--- config.mk ---
export PLATFORM = sky130hd
export DESIGN_NAME = infix_to_postfix_converter
export DESIGN_NICKNAME = d
export VERILOG_FILES = /design/src/itp_pkg.sv /design/src/itp_stack_ram.sv /design/src/infix_to_postfix_converter.sv
export SDC_FILE = /design/constraint.sdc
export NUM_CORES = 1
export LEC_CHECK = 0
export ABC_AREA = 1
export BUFFER_PORTS_ARGS = -buffer_cell sky130_fd_sc_hd__buf_2
export CAP_MARGIN = 10
export CORE_MARGIN = 2
export CORE_UTILIZATION = 55
export CTS_BUF_LIST = sky130_fd_sc_hd__clkbuf_16
export CTS_CLUSTER_SIZE = 20
export DETAILED_ROUTE_END_ITERATION = 12
export PLACE_DENSITY = 0.75
export SLEW_MARGIN = 20
export SYNTH_ARGS = -nofsm -noshare
export SYNTH_HDL_FRONTEND = slang
export SYNTH_SLANG_ARGS = --single-unit
--- constraint.sdc ---
create_clock -name clk -period 3.5 [get_ports clk]
set_input_delay 0.525 -clock clk [delete_from_list [all_inputs] [get_ports clk]]
set_output_delay 0.525 -clock clk [all_outputs]
set_load 0.005 [all_outputs]
--- src/itp_pkg.sv ---
// ----------------------------------------------------------------------------
// itp_pkg: shared definitions for the infix to postfix converter
// Token codes, status codes, stack sizing, result and RAM port types.
// ----------------------------------------------------------------------------
package itp_pkg;

	// Stack sizing and operand handle width.
	localparam int STACK_DEPTH   = 32;
	localparam int OPERAND_WIDTH = 32;
	localparam int VALUE_W       = 32;
	localparam int PTR_W         = $clog2(STACK_DEPTH);
	localparam int CNT_W         = $clog2(STACK_DEPTH + 1);

	// Mask applied to incoming operand handles.
	localparam logic [VALUE_W-1:0] OPERAND_MASK = (OPERAND_WIDTH >= VALUE_W) ? '1 :
		VALUE_W'((65'd1 << OPERAND_WIDTH) - 65'd1);

	// Token kinds.
	localparam logic [2:0] K_OPERAND = 3'd0;
	localparam logic [2:0] K_PLUS    = 3'd1;
	localparam logic [2:0] K_MINUS   = 3'd2;
	localparam logic [2:0] K_TIMES   = 3'd3;
	localparam logic [2:0] K_DIVIDE  = 3'd4;
	localparam logic [2:0] K_OPEN    = 3'd5;
	localparam logic [2:0] K_CLOSE   = 3'd6;

	// Result status codes.
	localparam logic [1:0] ST_OK    = 2'd0;
	localparam logic [1:0] ST_PAREN = 2'd1;
	localparam logic [1:0] ST_OVER  = 2'd2;

	// Converter sequencer states.
	typedef enum logic [1:0] {
		S_IDLE,
		S_PROC,
		S_FLUSH,
		S_ERR
	} state_t;

	// One result word.
	typedef struct packed {
		logic [2:0]         kind;
		logic [VALUE_W-1:0] value;
		logic [1:0]         status;
		logic               done;
		logic               last;
	} res_t;

	// Write port of the operator stack RAM.
	typedef struct packed {
		logic             en;
		logic [PTR_W-1:0] addr;
		logic [2:0]       data;
	} ram_wr_t;

	// Operator priority: + and - rank 1, * and / rank 2, anything else 0.
	function automatic logic [1:0] rank_of(input logic [2:0] k);
		logic [1:0] r;
		case (k) inside
			K_PLUS, K_MINUS:  r = 2'd1;
			K_TIMES, K_DIVIDE: r = 2'd2;
			default:          r = 2'd0;
		endcase
		return r;
	endfunction

endpackage

--- src/itp_stack_ram.sv ---
// ----------------------------------------------------------------------------
// itp_stack_ram: operator stack storage
// Single write port and one synchronous, registered read port.
// ----------------------------------------------------------------------------
module itp_stack_ram
	import itp_pkg::*;
(
	input  logic             clk,
	input  ram_wr_t          wr,
	input  logic [PTR_W-1:0] rd_addr,
	output logic [2:0]       rd_data
);

	logic [2:0] mem [STACK_DEPTH];

	// Write port.
	always_ff @(posedge clk) begin
		if (wr.en) begin
			mem[wr.addr] <= wr.data;
		end
	end

	// Registered read port.
	always_ff @(posedge clk) begin
		rd_data <= mem[rd_addr];
	end

endmodule

--- src/infix_to_postfix_converter.sv ---
// ----------------------------------------------------------------------------
// infix_to_postfix_converter: shunting-yard infix to postfix conversion
// Operator stack held in a synchronous RAM, top entry read every cycle.
// ----------------------------------------------------------------------------
//  Channel  | Handshake             | Word
//  ---------+-----------------------+-------------------------------------------
//  input    | in_valid / in_ready   | token_kind, token_close, operand_value,
//           |                       | end_of_expression
//  output   | out_valid / out_ready | out_kind, out_value, status, expr_done,
//           |                       | run_last
//
//  A token is taken in S_IDLE and handled in S_PROC. Operators are popped
//  one by one, the stack RAM giving one new top entry per cycle while the
//  holding word can move on. An end token then flushes the rest of the stack
//  in S_FLUSH; an error in S_ERR sends any held word, then the error word.
//  Reset clears the stack count, the discard flag and all valid flags; the
//  stack RAM itself is not cleared. A stalled output holds the pop loop
//  while a held result waits and a finished word waits in the output register.
// ----------------------------------------------------------------------------
module infix_to_postfix_converter
	import itp_pkg::*;
(
	input  logic               clk,
	input  logic               arst_n,
	input  logic               in_valid,
	output logic               in_ready,
	input  logic [2:0]         token_kind,
	input  logic               token_close,
	input  logic [VALUE_W-1:0] operand_value,
	input  logic               end_of_expression,
	output logic               out_valid,
	input  logic               out_ready,
	output logic [2:0]         out_kind,
	output logic [VALUE_W-1:0] out_value,
	output logic [1:0]         status,
	output logic               expr_done,
	output logic               run_last
);

	state_t             state_q, state_d;
	logic [CNT_W-1:0]   count_q, count_d;
	logic               disc_q, disc_d;
	logic [1:0]         err_q, err_d;

	logic [2:0]         tok_kind_q;
	logic               tok_close_q;
	logic [VALUE_W-1:0] tok_value_q;
	logic               tok_end_q;

	logic               pend_v_q;
	res_t               pend_q, pend_new;
	logic               pend_ld, pend_clr;

	logic               out_valid_q;
	res_t               out_q, out_d;
	logic               out_ld, out_free;

	ram_wr_t            wr;
	logic [PTR_W-1:0]   rd_addr;
	logic [2:0]         rd_data;
	logic [CNT_W-1:0]   cnt_m1;
	logic               fwd_v_q;
	logic [2:0]         fwd_q;
	logic [2:0]         top;
	logic               not_empty, full, ok, pop_ok;
	logic               do_pop, do_push;
	logic               accept;

	// Operator stack storage.
	itp_stack_ram u_ram (
		.clk     (clk),
		.wr      (wr),
		.rd_addr (rd_addr),
		.rd_data (rd_data)
	);

	// The read address always follows the next top, so the registered read holds the top in the next cycle.
	assign cnt_m1  = count_d - CNT_W'(1);
	assign rd_addr = (count_d == '0) ? '0 : cnt_m1[PTR_W-1:0];

	// A push writes the entry that is read in the same cycle, so it is forwarded.
	always_ff @(posedge clk or negedge arst_n) begin
		if (!arst_n) begin
			fwd_v_q <= 1'b0;
		end else begin
			fwd_v_q <= wr.en && (wr.addr == rd_addr);
		end
	end

	always_ff @(posedge clk) begin
		fwd_q <= wr.data;
	end

	assign top       = fwd_v_q ? fwd_q : rd_data;
	assign not_empty = (count_q != '0);
	assign full      = (count_q == CNT_W'(STACK_DEPTH));
	assign out_free  = !out_valid_q || out_ready;
	assign pop_ok    = !pend_v_q || out_free;
	assign ok        = tok_end_q || pop_ok;
	assign accept    = in_valid && in_ready;

	// Next state and actions of the sequencer.
	always_comb begin
		state_d  = state_q;
		count_d  = count_q;
		disc_d   = disc_q;
		err_d    = err_q;
		wr       = '0;
		pend_ld  = 1'b0;
		pend_clr = 1'b0;
		pend_new = '0;
		out_ld   = 1'b0;
		out_d    = pend_q;
		in_ready = 1'b0;
		do_pop   = 1'b0;
		do_push  = 1'b0;

		case (state_q)
			S_IDLE: begin
				in_ready = 1'b1;
				if (in_valid) begin
					if (disc_q) begin
						if (end_of_expression) begin
							disc_d  = 1'b0;
							count_d = '0;
						end
					end else begin
						state_d = S_PROC;
					end
				end
			end

			S_PROC: begin
				if (tok_close_q) begin
					if (not_empty && top != K_OPEN) begin
						do_pop = pop_ok;
					end else if (!not_empty) begin
						err_d   = ST_PAREN;
						state_d = S_ERR;
					end else if (ok) begin
						// Matching open parenthesis is dropped.
						count_d = count_q - CNT_W'(1);
						state_d = S_IDLE;
					end
				end else if (tok_kind_q == K_OPERAND) begin
					if (tok_end_q) begin
						pend_ld  = 1'b1;
						pend_new = '{kind: K_OPERAND, value: tok_value_q, status: ST_OK,
							done: 1'b0, last: 1'b0};
						state_d  = S_FLUSH;
					end else if (out_free) begin
						out_ld  = 1'b1;
						out_d   = '{kind: K_OPERAND, value: tok_value_q, status: ST_OK,
							done: 1'b0, last: 1'b1};
						state_d = S_IDLE;
					end
				end else if (tok_kind_q inside {[K_PLUS:K_DIVIDE]}) begin
					if (not_empty && top != K_OPEN &&
						rank_of(top) >= rank_of(tok_kind_q)) begin
						do_pop = pop_ok;
					end else if (full) begin
						err_d   = ST_OVER;
						state_d = S_ERR;
					end else if (ok) begin
						do_push = 1'b1;
						state_d = S_IDLE;
					end
				end else if (tok_kind_q == K_OPEN) begin
					if (full) begin
						err_d   = ST_OVER;
						state_d = S_ERR;
					end else if (ok) begin
						do_push = 1'b1;
						state_d = S_IDLE;
					end
				end else if (ok) begin
					// Unused kind code: no result of its own.
					state_d = S_IDLE;
				end

				// Token finished without error: flush, or close the run of results.
				if (state_d == S_IDLE) begin
					if (tok_end_q) begin
						state_d = S_FLUSH;
					end else if (pend_v_q) begin
						out_ld     = 1'b1;
						out_d      = pend_q;
						out_d.last = 1'b1;
						pend_clr   = 1'b1;
					end
				end
			end

			S_FLUSH: begin
				if (not_empty) begin
					if (top == K_OPEN) begin
						err_d   = ST_PAREN;
						state_d = S_ERR;
					end else begin
						do_pop = pop_ok;
					end
				end else if (out_free) begin
					out_ld = 1'b1;
					if (pend_v_q) begin
						out_d      = pend_q;
						out_d.done = 1'b1;
						out_d.last = 1'b1;
						pend_clr   = 1'b1;
					end else begin
						out_d = '{kind: K_OPERAND, value: '0, status: ST_OK,
							done: 1'b1, last: 1'b1};
					end
					state_d = S_IDLE;
				end
			end

			S_ERR: begin
				if (out_free) begin
					out_ld = 1'b1;
					if (pend_v_q) begin
						// Results popped before the error go out first.
						out_d    = pend_q;
						pend_clr = 1'b1;
					end else begin
						out_d   = '{kind: K_OPERAND, value: '0, status: err_q,
							done: 1'b1, last: 1'b1};
						count_d = '0;
						disc_d  = !tok_end_q;
						state_d = S_IDLE;
					end
				end
			end

			default: begin
				state_d = S_IDLE;
			end
		endcase

		// Pop the top operator into the holding word; the older word leaves.
		if (do_pop) begin
			count_d  = count_q - CNT_W'(1);
			pend_ld  = 1'b1;
			pend_new = '{kind: top, value: '0, status: ST_OK, done: 1'b0, last: 1'b0};
			if (pend_v_q) begin
				out_ld = 1'b1;
				out_d  = pend_q;
			end
		end

		// Push the token onto the stack.
		if (do_push) begin
			wr.en   = 1'b1;
			wr.addr = count_q[PTR_W-1:0];
			wr.data = tok_kind_q;
			count_d = count_q + CNT_W'(1);
		end
	end

	// Control registers.
	always_ff @(posedge clk or negedge arst_n) begin
		if (!arst_n) begin
			state_q <= S_IDLE;
			count_q <= '0;
			disc_q  <= 1'b0;
			err_q   <= ST_OK;
		end else begin
			state_q <= state_d;
			count_q <= count_d;
			disc_q  <= disc_d;
			err_q   <= err_d;
		end
	end

	// Token capture.
	always_ff @(posedge clk) begin
		if (accept) begin
			tok_kind_q  <= token_kind;
			tok_close_q <= token_close || (token_kind == K_CLOSE);
			tok_value_q <= operand_value & OPERAND_MASK;
			tok_end_q   <= end_of_expression;
		end
	end

	// Holding word: the newest result, kept until it is known whether it is the last.
	always_ff @(posedge clk or negedge arst_n) begin
		if (!arst_n) begin
			pend_v_q <= 1'b0;
		end else if (pend_ld) begin
			pend_v_q <= 1'b1;
		end else if (pend_clr) begin
			pend_v_q <= 1'b0;
		end
	end

	always_ff @(posedge clk) begin
		if (pend_ld) begin
			pend_q <= pend_new;
		end
	end

	// Output register.
	always_ff @(posedge clk or negedge arst_n) begin
		if (!arst_n) begin
			out_valid_q <= 1'b0;
		end else if (out_ld) begin
			out_valid_q <= 1'b1;
		end else if (out_ready) begin
			out_valid_q <= 1'b0;
		end
	end

	always_ff @(posedge clk) begin
		if (out_ld) begin
			out_q <= out_d;
		end
	end

	assign out_valid = out_valid_q;
	assign out_kind  = out_q.kind;
	assign out_value = out_q.value;
	assign status    = out_q.status;
	assign expr_done = out_q.done;
	assign run_last  = out_q.last;

`ifndef SYNTHESIS
	// The stack count never passes the stack depth.
	a_count_bound: assert property (@(posedge clk) disable iff (!arst_n)
		count_q <= CNT_W'(STACK_DEPTH))
		else $error("stack count beyond depth");

	// No push is made onto a full stack.
	a_push_room: assert property (@(posedge clk) disable iff (!arst_n)
		wr.en |-> !full)
		else $error("push onto a full stack");

	// While tokens are dropped the stack is empty.
	a_disc_empty: assert property (@(posedge clk) disable iff (!arst_n)
		disc_q |-> count_q == '0)
		else $error("stack not empty while discarding");

	// Every held result has left before the next token is taken.
	a_idle_no_pend: assert property (@(posedge clk) disable iff (!arst_n)
		state_q == S_IDLE |-> !pend_v_q)
		else $error("held result left behind at idle");
`endif

endmodule

==> results of run 1 <==
## what timing repair did
action / 4_1_cts / 5_1_grt
setup buffers: 0 / 9
gates cloned: 0 / 4
endpoints found under the setup margin: 2 / 40
resized for setup: 1 / 80
endpoints found under the hold margin: 14 / 0
pin swaps: 0 / 26
hold buffers: 1 / 0
## per-layer routing
| metal | part of all wire | up-vias | GRT usage |
|---|---|---|---|
| met5 | 0 | - | 0 |
| met4 | 0.036 | 0 | 0.0752 |
| met3 | 0.066 | 65 | 0.0293 |
| met2 | 0.49 | 332 | 0.401 |
| met1 | 0.40 | 4107 | 0.295 |
| li1 | - | 4304 | - |
## flip-flops by register name, indices dropped and copies added, names as in the netlist, 2 cells and up
| signal | cells |
|---|---|
| u_ram.mem | 96 |
| pend_q | 35 |
| out_value | 32 |
| tok_value_q | 32 |
| count_q | 6 |
| fwd_q | 3 |
| out_kind | 3 |
| tok_kind_q | 3 |
| u_ram.rd_data | 3 |
| err_q | 2 |
| state_q | 2 |
| status | 2 |
## cells in the final DEF (no fill, tap or decap), drive strengths merged
master         n
o21bai         1
nand4          9
edfxtp       207
dfxtp          6
nor2         150
dfrtp         14
nand3        106
buf          130
clkinv        17
nand3b        21
a21o           1
o31a           1
nor3           7
clkbuf        28
a31o           2
clkinvlp       1
nand2        247
a31oi          2
dlygate4sd3    1
o211ai         4
o21ai        126
o22ai         33
or2           14
a211oi         1
o21a           2
a21oi         12
a221oi         1
ha             9
o31ai          1
a2111o         1
xnor2          1
inv          171
xor2           7
o2111ai        6
## kinds of logic (layout without fill, tap and decap cells)
family | after synthesis | after routing | share of synthesized area
DFF | 227 | 227 | 0.586
xor gates and xnor gates | 8 | 8 | 0.00614
AOI/OAI and AO/OA | 194 | 194 | 0.0949
adders and majority gates | 9 | 9 | 0.00987
buffers and inverters | 230 | 348 | 0.0832
and+or+nand+nor | 554 | 554 | 0.220
## how the worst max path moves through the flow
stage                 start                to  slack, ps
CTS                 fwd_v_q  u_ram.rd_data[2]          8
floorplan           fwd_v_q  u_ram.rd_data[0]         10
global placement    fwd_v_q  u_ram.rd_data[2]         90
finish              fwd_v_q  u_ram.rd_data[1]         90
global route        fwd_v_q  u_ram.rd_data[1]       -130
detailed placement  fwd_v_q  u_ram.rd_data[2]        0.6
## layout make-up
type                       count  area (um^2)
fill                        1616         6840
timing repair buffer         134          962
clock buffer                  25          626
tap                          270          338
inverter                     171          653
sequential                   227         6690
multi-input combinational    765         4120
clock inverter                18         73.8
## stage by stage
step,setup slack (ps),hold slack (ps)
floorplan,13.7,229
global placement,89.5,472
detailed placement,0.573,471
CTS,8.06,170
global route,-133,173
finish,93.3,186
## worst reg2reg max path, cell delays in order (launching register included)
cell	delay, ps
dfrtp_1	400
inv_2	80
nand2_2	80
nand2_2	80
a31oi_4	190
nand2_2	100
ha_4	250
o21ai_2	150
nand2_2	90
nand3_4	100
nand2_4	70
nand2_4	80
buf_4	170
nand3_2	100
nand2_1	140
nand3_4	100
nor2_4	180
nand2_8	140
nand2_8	150
clkbuf_16	160
nand2_1	70
nand3_2	80
nand3_2	80
nand3_1	90
nand2_1	70
nand2_1	50
nand2_1	40
==> reports/qor.yml, run 1 <==
min_period_over_period: 0.973
whs_path_depth: 1
drtIter0Drc: 562
die_area_um2: 21900
hold_violations: 0
wl_um: 25900
antennaDiodeCount: 0
crit_cells: 26
cts_sinks: 227
gp_congestion: 0.905
crit_fanout: 9
grt_pass1_vias: 8238
startpoint_type: "register"
placement.io_buffers: 81
initial_core_util: 0.562
r2r_slack_ps: 90
hp-class: "input port to register"
cp.arrival_ps: 3820
fin_skew_ps: 12.9
fin_crit_ps: 3410
worstMarginPinSlew_ps: 915
rr_endpoint: "u_ram.rd_data[1]"
netlist_top_cells_area: "edfxtp_1, nand2_1, o21ai_0"
yosysSeqAreaShare: 0.586
placed_cells: 1553
setup_viol: 0
syn_area_um2: 11400
cp-end-kind: "register"
rsz0062_at_grt: "true"
relSlewSlack: 0.390
hold_start: "operand_value[16]"
dpl_cell_area_um2: 12200
synth_warnings: 0
drt-wirelength-per-cell_um: 16.1
yosysMostFrequentCell: "nand2_1"
timing.rr.start: "fwd_v_q"
drc_errors: 0
die_y_um: 148
cts.path.max_buffers: 3
critPathSlowestCell: "dfrtp_1"
holdPathEnd: "tok_value_q[16]"
hpwlAfterDp_um: 16400
drtAntennaViolNets: 0
fin_nets: 1374
outcome: "complete, no violations"
finalInstanceArea_um2: 13500
cts_buffers: 25
antenna_found_initial: 0
syn_inst: 1222
vias: 8808
die_w_um: 148
drtPass1Iterations: 7
finalNonFillerCells: 1610
cts_tree: "done"
fin_tns_setup_ps: 0
synth_top_area_frac: 0.545
worstSkewPairLatency_ps: 520
grt_pass1_wl_um: 40400
synth_nets: 1272
synth_seq_cells: 227
area_growth_pct: 17.9
drv.max_cap_violation_count: 0
synth_edf_count: 207
synth_commonest_cells: "nand2_1, edfxtp_1, inv_1"
coreArea_um2: 20300
worstRegToRegCells: 26
cpLargestDelayFamily: "simple AND/OR/NAND/NOR gates"
syn_avg_cell_area_um2: 9.34
synth-main-ff-cell: "edfxtp_1"
grt_max_degree: 70
synth_top_area_cell: "edfxtp_1"
htreeDepth: 1
max_stage_delay_ps: 400
cp_common_cell: "nand2_1"
grt.overflow.total: 0
cp_num_buf_inv: 3
critPathRequiredTime_ps: 3910
vias_per_cell: 5.47
track_usage: 0.228
drv_slew: 0
ys_async_sr_fraction: 0.0617
design.portCount: 82
critPathKind: "register to register"
path_clk_slew_ps: 60
rows: 52
max_freq_ghz: 0.294
postLayoutCoreUtil: 0.663
synth_cell_types: 46
root_buffer: "clkbuf_16"
drive_above_1_share: 0.208
Power of run 1 is not shown: default switching activity piles up to over one toggle a cycle in this logic, so the estimate is an artifact.
==> inputs of run 2 (changes only) <==
--- a/config.mk
+++ b/config.mk
@@ -9,11 +9,12 @@
 export BUFFER_PORTS_ARGS = -buffer_cell sky130_fd_sc_hd__buf_2
 export CAP_MARGIN = 10
 export CORE_MARGIN = 2
-export CORE_UTILIZATION = 55
-export CTS_BUF_LIST = sky130_fd_sc_hd__clkbuf_16
+export CORE_UTILIZATION = 57
+export CTS_BUF_LIST = sky130_fd_sc_hd__clkbuf_8
 export CTS_CLUSTER_SIZE = 20
 export DETAILED_ROUTE_END_ITERATION = 12
-export PLACE_DENSITY = 0.75
+export PLACE_DENSITY = 0.77
+export RECOVER_POWER = 100
 export SLEW_MARGIN = 20
 export SYNTH_ARGS = -nofsm -noshare
 export SYNTH_HDL_FRONTEND = slang
==> reports/qor.yml, run 2 (synthesis gave the netlist of run 1 again) <==
outcome: "complete, no violations"
critPathKind: "register to register"
worstRegToRegCells: 20
rsz0062_at_grt: "true"
wl_um: 26500
vias_per_cell: 5.50
rows: 51
vias: 8988
drc_errors: 0
relSlewSlack: 0.355
setup_viol: 0
drtPass1Iterations: 6
hold_start: "operand_value[9]"
largest_register_ffs: 96
drt-wirelength-per-cell_um: 16.2
coreArea_um2: 19500
htreeDepth: 2
worstMarginPinSlew_ps: 968
drv.max_cap_violation_count: 0
fin_skew_ps: 28.7
path_clk_slew_ps: 70
grt_max_degree: 70
cp_common_cell: "nand2_2"
grt.overflow.total: 0
cts_buffers: 38
final_cell_mix: "nand2_1, edfxtp_1, inv_1"
largest_registers: "u_ram.mem (96), pend_q (35)"
min_period_over_period: 0.989
antenna_found_initial: 0
grt_pass1_vias: 8403
track_usage: 0.240
cp.arrival_ps: 3750
drive_above_1_share: 0.191
rr_endpoint: "out_value[1]"
hpwlAfterDp_um: 16500
max_stage_delay_ps: 410
die_w_um: 145
worstSkewPairLatency_ps: 540
root_buffer: "clkbuf_8"
initial_core_util: 0.584
drtIter0Drc: 795
fin_crit_ps: 3460
hp-class: "input port to register"
crit_chain: "inv_2 > nand2_2 > nand2_4 > a31oi_4 > nand2_2 > ha_4 > o21ai_2 > nand2_2 > buf_4 > buf_4 > nand2_1 > nor2_1 > o31a_1 > o21ai_0 > o211ai_1 > nand4_1 > o21ai_0 > o21ai_1 > nand2_2 > clkbuf_16"
hold_violations: 0
grt_pass1_wl_um: 41400
crit_fanout: 18
gp_congestion: 0.942
die_y_um: 145
antennaDiodeCount: 0
fin_nets: 1394
cts_tree: "done"
drv_slew: 0
cp-end-kind: "register"
drtAntennaViolNets: 0
startpoint_type: "register"
design.portCount: 82
die_area_um2: 21200
whs_path_depth: 1
cts_sinks: 227
fin_tns_setup_ps: 0
cts.path.max_buffers: 3
placement.io_buffers: 81
area_growth_pct: 17.6
layout.cells.most_common: "nand2_1"
r2r_slack_ps: 40
max_freq_ghz: 0.289
timing.rr.start: "fwd_v_q"
critPathSlowestCell: "dfrtp_1"
largest_register: "u_ram.mem"
holdPathEnd: "tok_value_q[9]"
critPathRequiredTime_ps: 3780
[run 2: critical path: cells and delay by family, from the launching register on]
family | cells | cell delay [ps]
and+or+nand+nor | 8 | 750
buffers and inverters | 4 | 570
adders and majority gates | 1 | 240
DFF | 1 | 410
AOI/OAI and AO/OA | 7 | 1190
[run 2: what timing repair did]
item                       CTS  global route
hold buffers                 1             0
pin swaps                    6            28
setup endpoints to repair    3            41
gates resized for setup     13            66
gates cloned                 0             5
hold endpoints to repair    14             0
setup buffers                5            12
[run 2: area by class of cell]
| class | count | area (um^2) |
|---|---|---|
| Clock inverter | 25 | 138 |
| Multi-Input combinational cell | 765 | 4080 |
| Timing Repair Buffer | 141 | 977 |
| Inverter | 171 | 651 |
| Sequential cell | 227 | 6690 |
| Clock buffer | 41 | 564 |
| Tap cell | 265 | 332 |
| Fill cell | 1501 | 6100 |
[run 2: worst max-delay path by stage]
stage / startpoint / end / slack (ps) / cells past startpoint
global placement: fwd_v_q / u_ram.rd_data[1] / 80 / 24
finish: fwd_v_q / out_value[1] / 40 / 20
floorplan: fwd_v_q / u_ram.rd_data[0] / 10 / 31
global route: fwd_v_q / u_ram.rd_data[1] / -110 / 28
detailed placement: fwd_v_q / u_ram.rd_data[1] / -20 / 28
CTS: fwd_v_q / u_ram.rd_data[1] / 10 / 27
[run 2: metrics by stage]
| stage | setup slack, ps | utilization | instances | area (um^2) | hold WS (ps) |
|---|---|---|---|---|---|
| after floorplan | 13.7 | - | 1222 | 11400 | 229 |
| after global placement | 80.2 | 0.625 | 1546 | 12200 | 469 |
| after CTS | 14.3 | 0.666 | 1618 | 13000 | 138 |
| after global routing | -111 | 0.688 | 1635 | 13400 | 135 |
| final | 38.7 | 0.688 | 1635 | 13400 | 156 |
| after detailed placement | -19.3 | 0.625 | 1546 | 12200 | 476 |
[run 2: per-layer routing]
| metal | global-route usage | up-vias | share of wire |
|---|---|---|---|
| met1 | 0.309 | 4183 | 0.41 |
| met5 | 0 | - | 0 |
| met3 | 0.0420 | 59 | 0.067 |
| met2 | 0.405 | 393 | 0.50 |
| met4 | 0.0995 | 0 | 0.030 |
| li1 | - | 4353 | - |
Power of run 2 is left out for the same reason.
